`src/design/clcd_pkg.sv`:
```
// Shared types and constants of the character-LCD command sequencer.
`timescale 1ns / 1ps

package clcd_pkg;

  // Display geometry
  localparam int unsigned MaxRows   = 4;
  localparam logic [1:0]  MaxRowIdx = 2'(MaxRows - 1);

  // Command codes on the input side
  localparam logic [4:0] FnInit      = 5'd0;
  localparam logic [4:0] FnClear     = 5'd1;
  localparam logic [4:0] FnHome      = 5'd2;
  localparam logic [4:0] FnCursorPos = 5'd3;
  localparam logic [4:0] FnDispOn    = 5'd4;
  localparam logic [4:0] FnDispOff   = 5'd5;
  localparam logic [4:0] FnCursorOn  = 5'd6;
  localparam logic [4:0] FnCursorOff = 5'd7;
  localparam logic [4:0] FnBlinkOn   = 5'd8;
  localparam logic [4:0] FnBlinkOff  = 5'd9;
  localparam logic [4:0] FnScrollL   = 5'd10;
  localparam logic [4:0] FnScrollR   = 5'd11;
  localparam logic [4:0] FnLtoR      = 5'd12;
  localparam logic [4:0] FnRtoL      = 5'd13;
  localparam logic [4:0] FnAutoOn    = 5'd14;
  localparam logic [4:0] FnAutoOff   = 5'd15;
  localparam logic [4:0] FnChar      = 5'd16;

  // Configuration register indexes
  localparam logic [1:0] CfgColumns  = 2'd0;
  localparam logic [1:0] CfgRows     = 2'd1;
  localparam logic [1:0] CfgTallFont = 2'd2;
  localparam logic [1:0] CfgBus8     = 2'd3;

  localparam logic [5:0] ColumnsReset = 6'd20;
  localparam logic [2:0] RowsReset    = 3'd2;

  // Controller instruction bytes
  localparam logic [7:0] CmdClear    = 8'h01;
  localparam logic [7:0] CmdHome     = 8'h02;
  localparam logic [7:0] CmdEntry    = 8'h04;
  localparam logic [7:0] CmdControl  = 8'h08;
  localparam logic [7:0] CmdScrollL  = 8'h18;
  localparam logic [7:0] CmdScrollR  = 8'h1C;
  localparam logic [7:0] CmdFuncSet  = 8'h20;
  localparam logic [7:0] Func8Bit    = 8'h10;
  localparam logic [7:0] CmdDdram    = 8'h80;
  localparam logic [7:0] WakeByte    = 8'h30;
  localparam logic [7:0] WakeLast    = 8'h20;
  localparam logic [6:0] Row1Offset  = 7'h40;
  localparam logic [2:0] CtrlInit    = 3'b100;
  localparam logic [1:0] EntryInit   = 2'b10;
  localparam logic [7:0] InitDisplay = CmdControl | {5'b0, CtrlInit};
  localparam logic [7:0] InitEntry   = CmdEntry | {6'b0, EntryInit};

  // Pause codes after a strobe
  localparam logic [1:0] PauseNone = 2'd0;
  localparam logic [1:0] Pause1ms  = 2'd1;
  localparam logic [1:0] Pause2ms  = 2'd2;
  localparam logic [1:0] Pause5ms  = 2'd3;

  // Byte slots of the init run; a single-byte command uses the last slot only
  localparam logic [2:0] SlotWake0    = 3'd0;
  localparam logic [2:0] SlotWake1    = 3'd1;
  localparam logic [2:0] SlotWake2    = 3'd2;
  localparam logic [2:0] SlotWakeLast = 3'd3;
  localparam logic [2:0] SlotFuncSet  = 3'd4;
  localparam logic [2:0] SlotDisplay  = 3'd5;
  localparam logic [2:0] SlotClear    = 3'd6;
  localparam logic [2:0] SlotLast     = 3'd7;

  // Command queue geometry
  localparam int unsigned DescDepth = 2;
  localparam int unsigned DescPtrW  = 1;
  localparam int unsigned DescCntW  = 2;

  // Classified command handed from front to back
  typedef struct packed {
    logic       is_init;
    logic       bus8;
    logic       rs;
    logic [7:0] bus_byte;
    logic [1:0] pause;
  } desc_t;

  // One bus transfer
  typedef struct packed {
    logic       rs;
    logic [7:0] value;
    logic       pause_before;
    logic [1:0] pause_after;
    logic       last;
  } xfer_t;

endpackage

```
`src/design/char_lcd_command_sequencer_core.sv`:
```
// Top level of the character-LCD command sequencer.
`timescale 1ns / 1ps

// Takes character-LCD commands and characters and turns each into a run of
// bus transfers (register select, bus byte, pause codes, end-of-run flag),
// presented one at a time on a queue-style result port. The transfer
// sequencer emits one transfer per clock while the result side pops. A
// character or simple command is 1 transfer on an 8-bit bus and 2 on a
// 4-bit bus, init is 8 or 12 transfers, and codes 17 to 31 are accepted
// with no result. A first result passes through the command queue and the
// result buffer before it shows on the result ports, where it can be popped.
// The front end classifies items and
// updates the shadow state at acceptance, so it keeps taking items while up
// to two commands wait in the queue before the sequencer. Configuration is
// written through a plain write port and should change only while idle.
module char_lcd_command_sequencer_core (
  input  logic       clk_i,
  input  logic       rst_ni,
  input  logic       cfg_we_i,
  input  logic [1:0] cfg_index_i,
  input  logic [5:0] cfg_data_i,
  input  logic       push,
  output logic       full,
  input  logic [4:0] func_i,
  input  logic [7:0] char_or_col_i,
  input  logic [7:0] row_number_i,
  output logic       empty,
  input  logic       pop,
  output logic       reg_select_o,
  output logic [7:0] bus_value_o,
  output logic       pause_before_o,
  output logic [1:0] pause_after_o,
  output logic       last_transfer_o
);
  import clcd_pkg::*;

  logic  q_push;
  desc_t q_desc_in;
  logic  q_full;
  logic  q_valid;
  logic  q_pop;
  desc_t q_desc_out;
  xfer_t xfer;

  assign full = q_full;

  clcd_front u_front (
    .clk_i         (clk_i),
    .rst_ni        (rst_ni),
    .cfg_we_i      (cfg_we_i),
    .cfg_index_i   (cfg_index_i),
    .cfg_data_i    (cfg_data_i),
    .push_i        (push),
    .func_i        (func_i),
    .char_or_col_i (char_or_col_i),
    .row_number_i  (row_number_i),
    .q_full_i      (q_full),
    .q_push_o      (q_push),
    .q_desc_o      (q_desc_in)
  );

  clcd_desc_fifo u_queue (
    .clk_i   (clk_i),
    .rst_ni  (rst_ni),
    .push_i  (q_push),
    .desc_i  (q_desc_in),
    .full_o  (q_full),
    .valid_o (q_valid),
    .pop_i   (q_pop),
    .desc_o  (q_desc_out)
  );

  clcd_back u_back (
    .clk_i        (clk_i),
    .rst_ni       (rst_ni),
    .desc_valid_i (q_valid),
    .desc_i       (q_desc_out),
    .desc_pop_o   (q_pop),
    .pop          (pop),
    .empty        (empty),
    .xfer_o       (xfer)
  );

  assign reg_select_o    = xfer.rs;
  assign bus_value_o     = xfer.value;
  assign pause_before_o  = xfer.pause_before;
  assign pause_after_o   = xfer.pause_after;
  assign last_transfer_o = xfer.last;

endmodule

```
`src/design/clcd_front.sv`:
```
// Front end: configuration registers, shadow state and command classification.
`timescale 1ns / 1ps

module clcd_front (
  input  logic                clk_i,
  input  logic                rst_ni,
  input  logic                cfg_we_i,
  input  logic [1:0]          cfg_index_i,
  input  logic [5:0]          cfg_data_i,
  input  logic                push_i,
  input  logic [4:0]          func_i,
  input  logic [7:0]          char_or_col_i,
  input  logic [7:0]          row_number_i,
  input  logic                q_full_i,
  output logic                q_push_o,
  output clcd_pkg::desc_t     q_desc_o
);
  import clcd_pkg::*;

  logic [5:0] cols_cfg_q;
  logic [2:0] rows_cfg_q;
  logic       tall_cfg_q;
  logic       bus8_cfg_q;

  logic [1:0] func_bits_q, func_bits_d;
  logic [2:0] ctrl_bits_q, ctrl_bits_d;
  logic [1:0] entry_bits_q, entry_bits_d;
  logic [2:0] rows_use_q, rows_use_d;
  logic [5:0] cols_lat_q, cols_lat_d;

  logic       accept;
  logic       emit;
  logic [1:0] row_lim;
  logic [1:0] row_sel;
  logic [6:0] row_off;
  logic [2:0] ctrl_bit;
  logic [1:0] entry_bit;

  assign accept = push_i && !q_full_i;

  // Configuration writes
  always_ff @(posedge clk_i or negedge rst_ni) begin
    if (!rst_ni) begin
      cols_cfg_q <= ColumnsReset;
      rows_cfg_q <= RowsReset;
      tall_cfg_q <= 1'b0;
      bus8_cfg_q <= 1'b0;
    end else if (cfg_we_i) begin
      case (cfg_index_i)
        CfgColumns:  cols_cfg_q <= cfg_data_i;
        CfgRows:     rows_cfg_q <= cfg_data_i[2:0];
        CfgTallFont: tall_cfg_q <= cfg_data_i[0];
        CfgBus8:     bus8_cfg_q <= cfg_data_i[0];
        default:     ;
      endcase
    end
  end

  // Cursor row clamp and DDRAM row offset
  always_comb begin
    row_lim = (row_number_i > {6'b0, MaxRowIdx}) ? MaxRowIdx : row_number_i[1:0];
    if (rows_use_q == 3'd0) begin
      row_sel = 2'd0;
    end else if ({1'b0, row_lim} >= rows_use_q) begin
      row_sel = 2'(rows_use_q - 3'd1);
    end else begin
      row_sel = row_lim;
    end
    case (row_sel)
      2'd0:    row_off = 7'h00;
      2'd1:    row_off = Row1Offset;
      2'd2:    row_off = {1'b0, cols_lat_q};
      default: row_off = Row1Offset + {1'b0, cols_lat_q};
    endcase
  end

  // Bit picked by the on/off style commands
  always_comb begin
    if (func_i <= FnDispOff) begin
      ctrl_bit = 3'b100;
    end else if (func_i <= FnCursorOff) begin
      ctrl_bit = 3'b010;
    end else begin
      ctrl_bit = 3'b001;
    end
    entry_bit = (func_i <= FnRtoL) ? 2'b10 : 2'b01;
  end

  // Classification and shadow state update
  always_comb begin
    func_bits_d  = func_bits_q;
    ctrl_bits_d  = ctrl_bits_q;
    entry_bits_d = entry_bits_q;
    rows_use_d   = rows_use_q;
    cols_lat_d   = cols_lat_q;
    emit              = 1'b1;
    q_desc_o.is_init  = 1'b0;
    q_desc_o.bus8     = bus8_cfg_q;
    q_desc_o.rs       = 1'b0;
    q_desc_o.bus_byte = 8'h00;
    q_desc_o.pause    = PauseNone;
    case (func_i)
      FnInit: begin
        func_bits_d = func_bits_q
                    | {rows_cfg_q > 3'd1, tall_cfg_q && (rows_cfg_q == 3'd1)};
        rows_use_d   = rows_cfg_q;
        cols_lat_d   = cols_cfg_q;
        ctrl_bits_d  = CtrlInit;
        entry_bits_d = EntryInit;
        q_desc_o.is_init  = 1'b1;
        q_desc_o.bus_byte = CmdFuncSet | (bus8_cfg_q ? Func8Bit : 8'h00)
                          | {4'b0, func_bits_d, 2'b00};
      end
      FnClear: begin
        q_desc_o.bus_byte = CmdClear;
        q_desc_o.pause    = Pause2ms;
      end
      FnHome: begin
        q_desc_o.bus_byte = CmdHome;
        q_desc_o.pause    = Pause2ms;
      end
      FnCursorPos: begin
        q_desc_o.bus_byte = CmdDdram | {1'b0, 7'(char_or_col_i[6:0] + row_off)};
      end
      FnDispOn, FnDispOff, FnCursorOn, FnCursorOff, FnBlinkOn, FnBlinkOff: begin
        ctrl_bits_d = func_i[0] ? (ctrl_bits_q & ~ctrl_bit) : (ctrl_bits_q | ctrl_bit);
        q_desc_o.bus_byte = CmdControl | {5'b0, ctrl_bits_d};
      end
      FnScrollL: q_desc_o.bus_byte = CmdScrollL;
      FnScrollR: q_desc_o.bus_byte = CmdScrollR;
      FnLtoR, FnRtoL, FnAutoOn, FnAutoOff: begin
        entry_bits_d = func_i[0] ? (entry_bits_q & ~entry_bit)
                                 : (entry_bits_q | entry_bit);
        q_desc_o.bus_byte = CmdEntry | {6'b0, entry_bits_d};
      end
      FnChar: begin
        q_desc_o.rs       = 1'b1;
        q_desc_o.bus_byte = char_or_col_i;
      end
      default: emit = 1'b0;
    endcase
  end

  assign q_push_o = accept && emit;

  // Shadow registers
  always_ff @(posedge clk_i or negedge rst_ni) begin
    if (!rst_ni) begin
      func_bits_q  <= '0;
      ctrl_bits_q  <= '0;
      entry_bits_q <= '0;
      rows_use_q   <= '0;
      cols_lat_q   <= '0;
    end else if (accept) begin
      func_bits_q  <= func_bits_d;
      ctrl_bits_q  <= ctrl_bits_d;
      entry_bits_q <= entry_bits_d;
      rows_use_q   <= rows_use_d;
      cols_lat_q   <= cols_lat_d;
    end
  end

endmodule

```
`src/design/clcd_desc_fifo.sv`:
```
// Short command queue between the front end and the transfer sequencer.
`timescale 1ns / 1ps

module clcd_desc_fifo (
  input  logic            clk_i,
  input  logic            rst_ni,
  input  logic            push_i,
  input  clcd_pkg::desc_t desc_i,
  output logic            full_o,
  output logic            valid_o,
  input  logic            pop_i,
  output clcd_pkg::desc_t desc_o
);
  import clcd_pkg::*;

  desc_t                entry_q [DescDepth];
  logic [DescPtrW-1:0]  wr_ptr_q, rd_ptr_q;
  logic [DescCntW-1:0]  count_q;
  logic                 do_push, do_pop;

  assign full_o  = (count_q == DescCntW'(DescDepth));
  assign valid_o = (count_q != '0);
  assign desc_o  = entry_q[rd_ptr_q];
  assign do_push = push_i && !full_o;
  assign do_pop  = pop_i && valid_o;

  // Storage
  always_ff @(posedge clk_i) begin
    if (do_push) begin
      entry_q[wr_ptr_q] <= desc_i;
    end
  end

  // Pointers and fill level
  always_ff @(posedge clk_i or negedge rst_ni) begin
    if (!rst_ni) begin
      wr_ptr_q <= '0;
      rd_ptr_q <= '0;
      count_q  <= '0;
    end else begin
      if (do_push) begin
        wr_ptr_q <= wr_ptr_q + 1'b1;
      end
      if (do_pop) begin
        rd_ptr_q <= rd_ptr_q + 1'b1;
      end
      count_q <= count_q + DescCntW'(do_push) - DescCntW'(do_pop);
    end
  end

endmodule

```
`src/design/clcd_back.sv`:
```
// Back end: expands queued commands into bus transfers and buffers them.
`timescale 1ns / 1ps

module clcd_back (
  input  logic            clk_i,
  input  logic            rst_ni,
  input  logic            desc_valid_i,
  input  clcd_pkg::desc_t desc_i,
  output logic            desc_pop_o,
  input  logic            pop,
  output logic            empty,
  output clcd_pkg::xfer_t xfer_o
);
  import clcd_pkg::*;

  typedef enum logic [1:0] {
    SEQ_IDLE = 2'b01,
    SEQ_RUN  = 2'b10
  } seq_state_e;

  seq_state_e state_q, state_d;
  logic [2:0] slot_q, slot_d;
  logic       half_q, half_d;

  logic [2:0] cur_slot;
  logic       cur_half;
  logic       wake;
  logic       one_xfer;
  logic       byte_done;
  logic [7:0] bus_byte;
  logic [1:0] byte_pause;
  logic       fire;
  xfer_t      xfer;

  xfer_t      obuf_q [2];
  logic       owr_q, ord_q;
  logic [1:0] ocnt_q;
  logic       ofull;
  logic       opop;

  // Position within the current command
  assign cur_slot = (state_q == SEQ_RUN) ? slot_q
                  : (desc_i.is_init ? SlotWake0 : SlotLast);
  assign cur_half = (state_q == SEQ_RUN) ? half_q : 1'b0;
  assign wake     = desc_i.is_init && !cur_slot[2];
  assign one_xfer = wake || desc_i.bus8;
  assign byte_done = one_xfer || cur_half;

  // Byte and pause for the current slot
  always_comb begin
    bus_byte   = desc_i.bus_byte;
    byte_pause = desc_i.pause;
    if (desc_i.is_init) begin
      case (cur_slot)
        SlotWake0, SlotWake1: begin
          bus_byte   = WakeByte;
          byte_pause = Pause5ms;
        end
        SlotWake2: begin
          bus_byte   = WakeByte;
          byte_pause = Pause1ms;
        end
        SlotWakeLast: begin
          bus_byte   = desc_i.bus8 ? WakeByte : WakeLast;
          byte_pause = PauseNone;
        end
        SlotFuncSet: begin
          bus_byte   = desc_i.bus_byte;
          byte_pause = PauseNone;
        end
        SlotDisplay: begin
          bus_byte   = InitDisplay;
          byte_pause = PauseNone;
        end
        SlotClear: begin
          bus_byte   = CmdClear;
          byte_pause = Pause2ms;
        end
        default: begin
          bus_byte   = InitEntry;
          byte_pause = PauseNone;
        end
      endcase
    end
  end

  // Transfer built from the byte: whole, or one nibble in bits 7..4
  always_comb begin
    xfer.rs = desc_i.rs;
    if (one_xfer) begin
      xfer.value = bus_byte;
    end else if (!cur_half) begin
      xfer.value = {bus_byte[7:4], 4'b0000};
    end else begin
      xfer.value = {bus_byte[3:0], 4'b0000};
    end
    xfer.pause_before = desc_i.is_init && (cur_slot == SlotWake0);
    xfer.pause_after  = byte_done ? byte_pause : PauseNone;
    xfer.last         = byte_done && (cur_slot == SlotLast);
  end

  assign ofull      = (ocnt_q == 2'd2);
  assign fire       = desc_valid_i && !ofull;
  assign desc_pop_o = fire && xfer.last;

  // Sequencer
  always_comb begin
    state_d = state_q;
    slot_d  = slot_q;
    half_d  = half_q;
    if (fire) begin
      if (xfer.last) begin
        state_d = SEQ_IDLE;
      end else if (byte_done) begin
        state_d = SEQ_RUN;
        slot_d  = cur_slot + 3'd1;
        half_d  = 1'b0;
      end else begin
        state_d = SEQ_RUN;
        slot_d  = cur_slot;
        half_d  = 1'b1;
      end
    end
  end

  always_ff @(posedge clk_i or negedge rst_ni) begin
    if (!rst_ni) begin
      state_q <= SEQ_IDLE;
      slot_q  <= '0;
      half_q  <= 1'b0;
    end else begin
      state_q <= state_d;
      slot_q  <= slot_d;
      half_q  <= half_d;
    end
  end

  // Two-entry result buffer
  assign empty  = (ocnt_q == 2'd0);
  assign xfer_o = obuf_q[ord_q];
  assign opop   = pop && !empty;

  always_ff @(posedge clk_i) begin
    if (fire) begin
      obuf_q[owr_q] <= xfer;
    end
  end

  always_ff @(posedge clk_i or negedge rst_ni) begin
    if (!rst_ni) begin
      owr_q  <= 1'b0;
      ord_q  <= 1'b0;
      ocnt_q <= 2'd0;
    end else begin
      if (fire) begin
        owr_q <= ~owr_q;
      end
      if (opop) begin
        ord_q <= ~ord_q;
      end
      ocnt_q <= ocnt_q + 2'(fire) - 2'(opop);
    end
  end

  // A command in progress keeps its queue entry until its final transfer
  a_run_has_desc: assert property (@(posedge clk_i) disable iff (!rst_ni)
    (state_q == SEQ_RUN) |-> desc_valid_i)
    else $error("sequencer running without a queued command");

  // A transfer that is not final leaves the sequencer mid-command
  a_not_last_runs: assert property (@(posedge clk_i) disable iff (!rst_ni)
    (fire && !xfer.last) |=> (state_q == SEQ_RUN))
    else $error("sequencer dropped out mid-command");

  // Result buffer never overfills
  a_obuf_bound: assert property (@(posedge clk_i) disable iff (!rst_ni)
    ocnt_q <= 2'd2)
    else $error("result buffer overflow");

  // The second nibble of a byte always follows its first
  a_nibble_pair: assert property (@(posedge clk_i) disable iff (!rst_ni)
    (fire && !one_xfer && !cur_half) |=> (half_q && (slot_q == $past(cur_slot))))
    else $error("nibble pair broken");

endmodule

```
`config.mk`:
```
export PLATFORM = sky130hd
export DESIGN_NAME = char_lcd_command_sequencer_core
export DESIGN_NICKNAME = d
export VERILOG_FILES = /design/src/design/clcd_pkg.sv /design/src/design/char_lcd_command_sequencer_core.sv /design/src/design/clcd_front.sv /design/src/design/clcd_desc_fifo.sv /design/src/design/clcd_back.sv
export SDC_FILE = /design/constraint.sdc
export NUM_CORES = 1
export LEC_CHECK = 0
export ABC_AREA = 1
export BUFFER_PORTS_ARGS = -buffer_cell sky130_fd_sc_hd__buf_2
export CAP_MARGIN = 0
export CORE_MARGIN = 4
export CORE_UTILIZATION = 53
export CTS_CLUSTER_SIZE = 30
export DETAILED_ROUTE_END_ITERATION = 10
export PLACE_DENSITY_LB_ADDON = 0.15
export SLEW_MARGIN = 20
export SYNTH_ARGS = -nofsm -noshare
export SYNTH_HDL_FRONTEND = slang
export SYNTH_SLANG_ARGS = --single-unit
export TNS_END_PERCENT = 1
```
`constraint.sdc`:
```
create_clock -name clk_i -period 2.9 [get_ports clk_i]
set_clock_uncertainty 0.2 [all_clocks]
set_input_delay 0.58 -clock clk_i [delete_from_list [all_inputs] [get_ports clk_i]]
set_output_delay 0.58 -clock clk_i [all_outputs]
set_load 0.01 [all_outputs]
```
==> results.json <==
{
  "yosysTopAreaCell": "edfxtp_1",
  "die-area_um2": 10500,
  "vias": 3702,
  "syn_inst": 531,
  "drive_gt1_share_pct": 24.5,
  "clock_path_buffers": 2,
  "clk_transition_reported_paths_ps": 90,
  "grt_max_degree": 42,
  "syn_nets": 585,
  "drtPass1Iterations": 4,
  "synth_edf_count": 50,
  "diodes": 0,
  "synth_top_flop_cell": "edfxtp_1",
  "placed_area_um2": 5260,
  "slew_headroom_pct": 50.0,
  "dp_cells": 700,
  "grt_pass1_wl_um": 16600,
  "syn_to_final_growth_pct": 19.6,
  "drc": 0,
  "die_width_um": 103,
  "insertion_delay_ps": 370,
  "grt_pass1_vias": 3601,
  "fin_ws_ps": -269,
  "viasPerCell": 5.15,
  "post_drt_wl_per_cell_um": 14.0,
  "final_max_slew_viol_count": 0,
  "synth_area_um2": 4750,
  "fin_nets": 660,
  "dieHeight_um": 103,
  "worstPathRequired_ps": 2780,
  "groute.usage.overall_pct": 20.4,
  "ys_seq_area_share_pct": 53.3,
  "cap_viol_max_count": 0,
  "netlist.area_leader.share_pct": 31.6,
  "worstSetupStartpointType": "primary input",
  "end_kind": "flip-flop",
  "power_density_nw_per_um2": 1050,
  "core_area_um2": 8720,
  "ant_nets": 0,
  "layoutNonFillerInstCount": 719,
  "status": "finished with violations",
  "fin_crit_sh_pct": 109,
  "tightest_slew_ps": 749,
  "cts_sinks": 91,
  "worstSetupPathType": "primary input to flip-flop",
  "place_ws_ps": -697,
  "port_buffers": 48,
  "crit_top_cell": "nand3_2",
  "gp_congestion": 0.907,
  "drtIter0Drc": 143,
  "crit_fanout": 6,
  "grt_overflow": 0,
  "start_util_pct": 54.4,
  "synth.avg_cell_area_um2": 8.94,
  "wirelength_um": 10100,
  "min_path_type": "primary input to flip-flop",
  "dp_hpwl_um": 7450,
  "arrival_ps": 3050,
  "slowest_stage": "fa_2",
  "ys_warn_count": 0,
  "htree_levels": 3,
  "synthArstFlopShare_pct": 45.1,
  "hold_viol_final": 0,
  "crit_chain": "buf_6 > nor2_4 > nand3_2 > or2_4 > ha_4 > nand3_2 > nand3_2 > o211ai_1 > buf_4 > nor2_4 > ha_4 > fa_2 > or2_4 > nand3_2 > nand4_1",
  "grt_antenna_before_repair": 0,
  "std_cell_rows": 34,
  "ys_seq_elements": 91,
  "cpPeakStageDelay_ps": 450,
  "hold_ws_ps": 251,
  "cts_buffers": 9,
  "max_freq_mhz": 316,
  "leakagePower_nw": 2.70,
  "setup_violations": 12,
  "postLayoutCellArea_um2": 5680,
  "peakVddDrop_mv": 0.386,
  "synth_area_leaders": "edfxtp_1 (32%), dfrtp_1 (20%), nand2_1 (12%), inv_1 (5.5%), ha_1 (5.0%)",
  "ys_types": 44,
  "violations": "setup timing",
  "layout_min_cycle_time_ps": 3170,
  "root_buffer": "clkbuf_8",
  "cts_tree": "built",
  "rsz0062_at_grt": "true",
  "io_pins": 49
}
==> per-stage QoR <==
stage	total power, W	TNS, ps	utilization [%]
finish	0.00599	-2300	65.1
global route	0.00653	-3640	65.1
CTS	0.00584	-1070	63.1
detailed placement	0.00494	-8420	60.3
global placement	0.00484	-7520	60.3
floorplan	0.00409	-3090	-
==> registers in the layout, indices dropped and copies added, names as in the netlist <==
| register | count |
|---|---|
| u_front.entry_bits_q | 2 |
| u_queue.rd_ptr_q | 1 |
| u_front.bus8_cfg_q | 1 |
| u_back.owr_q | 1 |
| u_front.tall_cfg_q | 1 |
| u_queue.count_q | 2 |
| u_back.state_q | 2 |
| u_front.func_bits_q | 2 |
| u_back.slot_q | 3 |
| u_front.ctrl_bits_q | 3 |
| u_back.half_q | 1 |
| u_queue.entry_q | 24 |
| u_back.ord_q | 1 |
| u_back.obuf_q | 26 |
| u_front.cols_lat_q | 6 |
| u_queue.wr_ptr_q | 1 |
| u_front.rows_cfg_q | 3 |
| u_back.ocnt_q | 2 |
| u_front.rows_use_q | 3 |
| u_front.cols_cfg_q | 6 |
==> cell families (layout without fill, tap and decap cells) <==
group	after synthesis	after routing	share of synthesized area (%)
AO/OA/AOI/OAI	82	82	9.99
XOR/XNOR	7	7	1.29
adder cells (fa/ha/maj)	20	20	5.43
buffers and inverters	81	161	6.51
flip-flops	91	91	53.3
multiplexers	3	3	0.685
AND/OR/NAND/NOR	247	247	22.7
==> layer usage <==
layer  up-vias  global-route usage (%)  share of wire (%)
li1       1900                       -                  -
met3        17                    4.06                3.5
met2        68                    36.8                 53
met5         -                       0                  0
met1      1717                    24.4                 42
met4         0                    6.46                1.6
==> final timing paths <==
| check | from | end | slack [ps] | depth (start not counted) |
|---|---|---|---|---|
| worst min-delay path | cfg_data_i[5] | u_front.cols_cfg_q[5] | 250 | 2 |
| worst max-delay path | row_number_i[6] | u_queue.entry_q[0][4] | -270 | 15 |
| min in group asynchronous | rst_ni | u_back.slot_q[0] | 420 | 2 |
| worst min register to register | u_front.func_bits_q[1] | u_front.func_bits_q[1] | 270 | 1 |
| worst max register to register | u_front.rows_use_q[0] | u_queue.entry_q[0][4] | 0 | 11 |
| max in group asynchronous | rst_ni | u_front.cols_cfg_q[2] | 1400 | 4 |
==> cell usage in the layout, fill, tap and decap left out, drive strengths merged <==
master | netlist | routed
dfstp | 4 | 4
or2 | 6 | 6
nor3b | 1 | 1
ha | 19 | 19
clkinvlp | 0 | 1
nor3 | 5 | 5
nand2 | 164 | 164
o2111ai | 3 | 3
dlygate4sd3 | 0 | 1
xor2 | 5 | 5
nor2 | 38 | 38
a211oi | 1 | 1
o22ai | 3 | 3
inv | 74 | 78
a31o | 1 | 1
fa | 1 | 1
buf | 2 | 69
mux2 | 2 | 2
dfrtp | 37 | 37
a31oi | 1 | 1
clkbuf | 4 | 11
clkinv | 1 | 1
nand3b | 1 | 1
o21bai | 1 | 1
mux2i | 1 | 1
edfxtp | 50 | 50
a21oi | 22 | 22
o211ai | 6 | 6
and2 | 1 | 1
nand4 | 7 | 7
a21boi | 1 | 1
xnor2 | 2 | 2
o21ai | 43 | 43
nand3 | 24 | 24
==> critical path, delay by kind of cell <==
| family | cells | cell delay (ps) |
|---|---|---|
| AND/OR/NAND/NOR | 9 | 1110 |
| adder cells (fa/ha/maj) | 3 | 870 |
| buffers and inverters | 2 | 300 |
| AO/OA/AOI/OAI | 1 | 190 |
==> layout make-up <==
type	count	area [um^2]
Timing Repair Buffer	70	445
Tap cell	108	135
Inverter	75	282
Clock inverter	5	40.0
Multi-Input combinational cell	359	2090
Sequential cell	91	2530
Clock buffer	11	153
Fill cell	754	3040
==> synth_stat cells, types with 3 or more instances <==
library cell,number
nor3_1,5
dfrtp_1,37
inv_1,69
nor2_1,35
ha_1,19
clkbuf_1,4
dfstp_2,4
a21oi_1,21
nand2_4,4
nand4_1,7
o211ai_1,6
nand2_1,155
edfxtp_1,50
nand2_2,5
nand3_1,24
o21ai_1,3
o21ai_0,39
or2_2,5
o2111ai_1,3
inv_2,5
xor2_1,5
==> report_power, final <==
part	total, W	internal, W	switching, W
registers	0.00215	0.00197	0.000172
logic	0.00298	0.00113	0.00185
clock network	0.000859	0.000375	0.000484
==> what timing repair did <==
item / 4_1_cts / 5_1_grt
buffers inserted: 1 / 0
hold buffers: 0 / 1
pin swaps: 3 / 30
gates resized for setup: 10 / 32
gates cloned: 0 / 0
endpoints found under the setup margin: 12 / 13
endpoints found under the hold margin: 0 / 8
No activity file was read; power rests on OpenSTA's default activity.
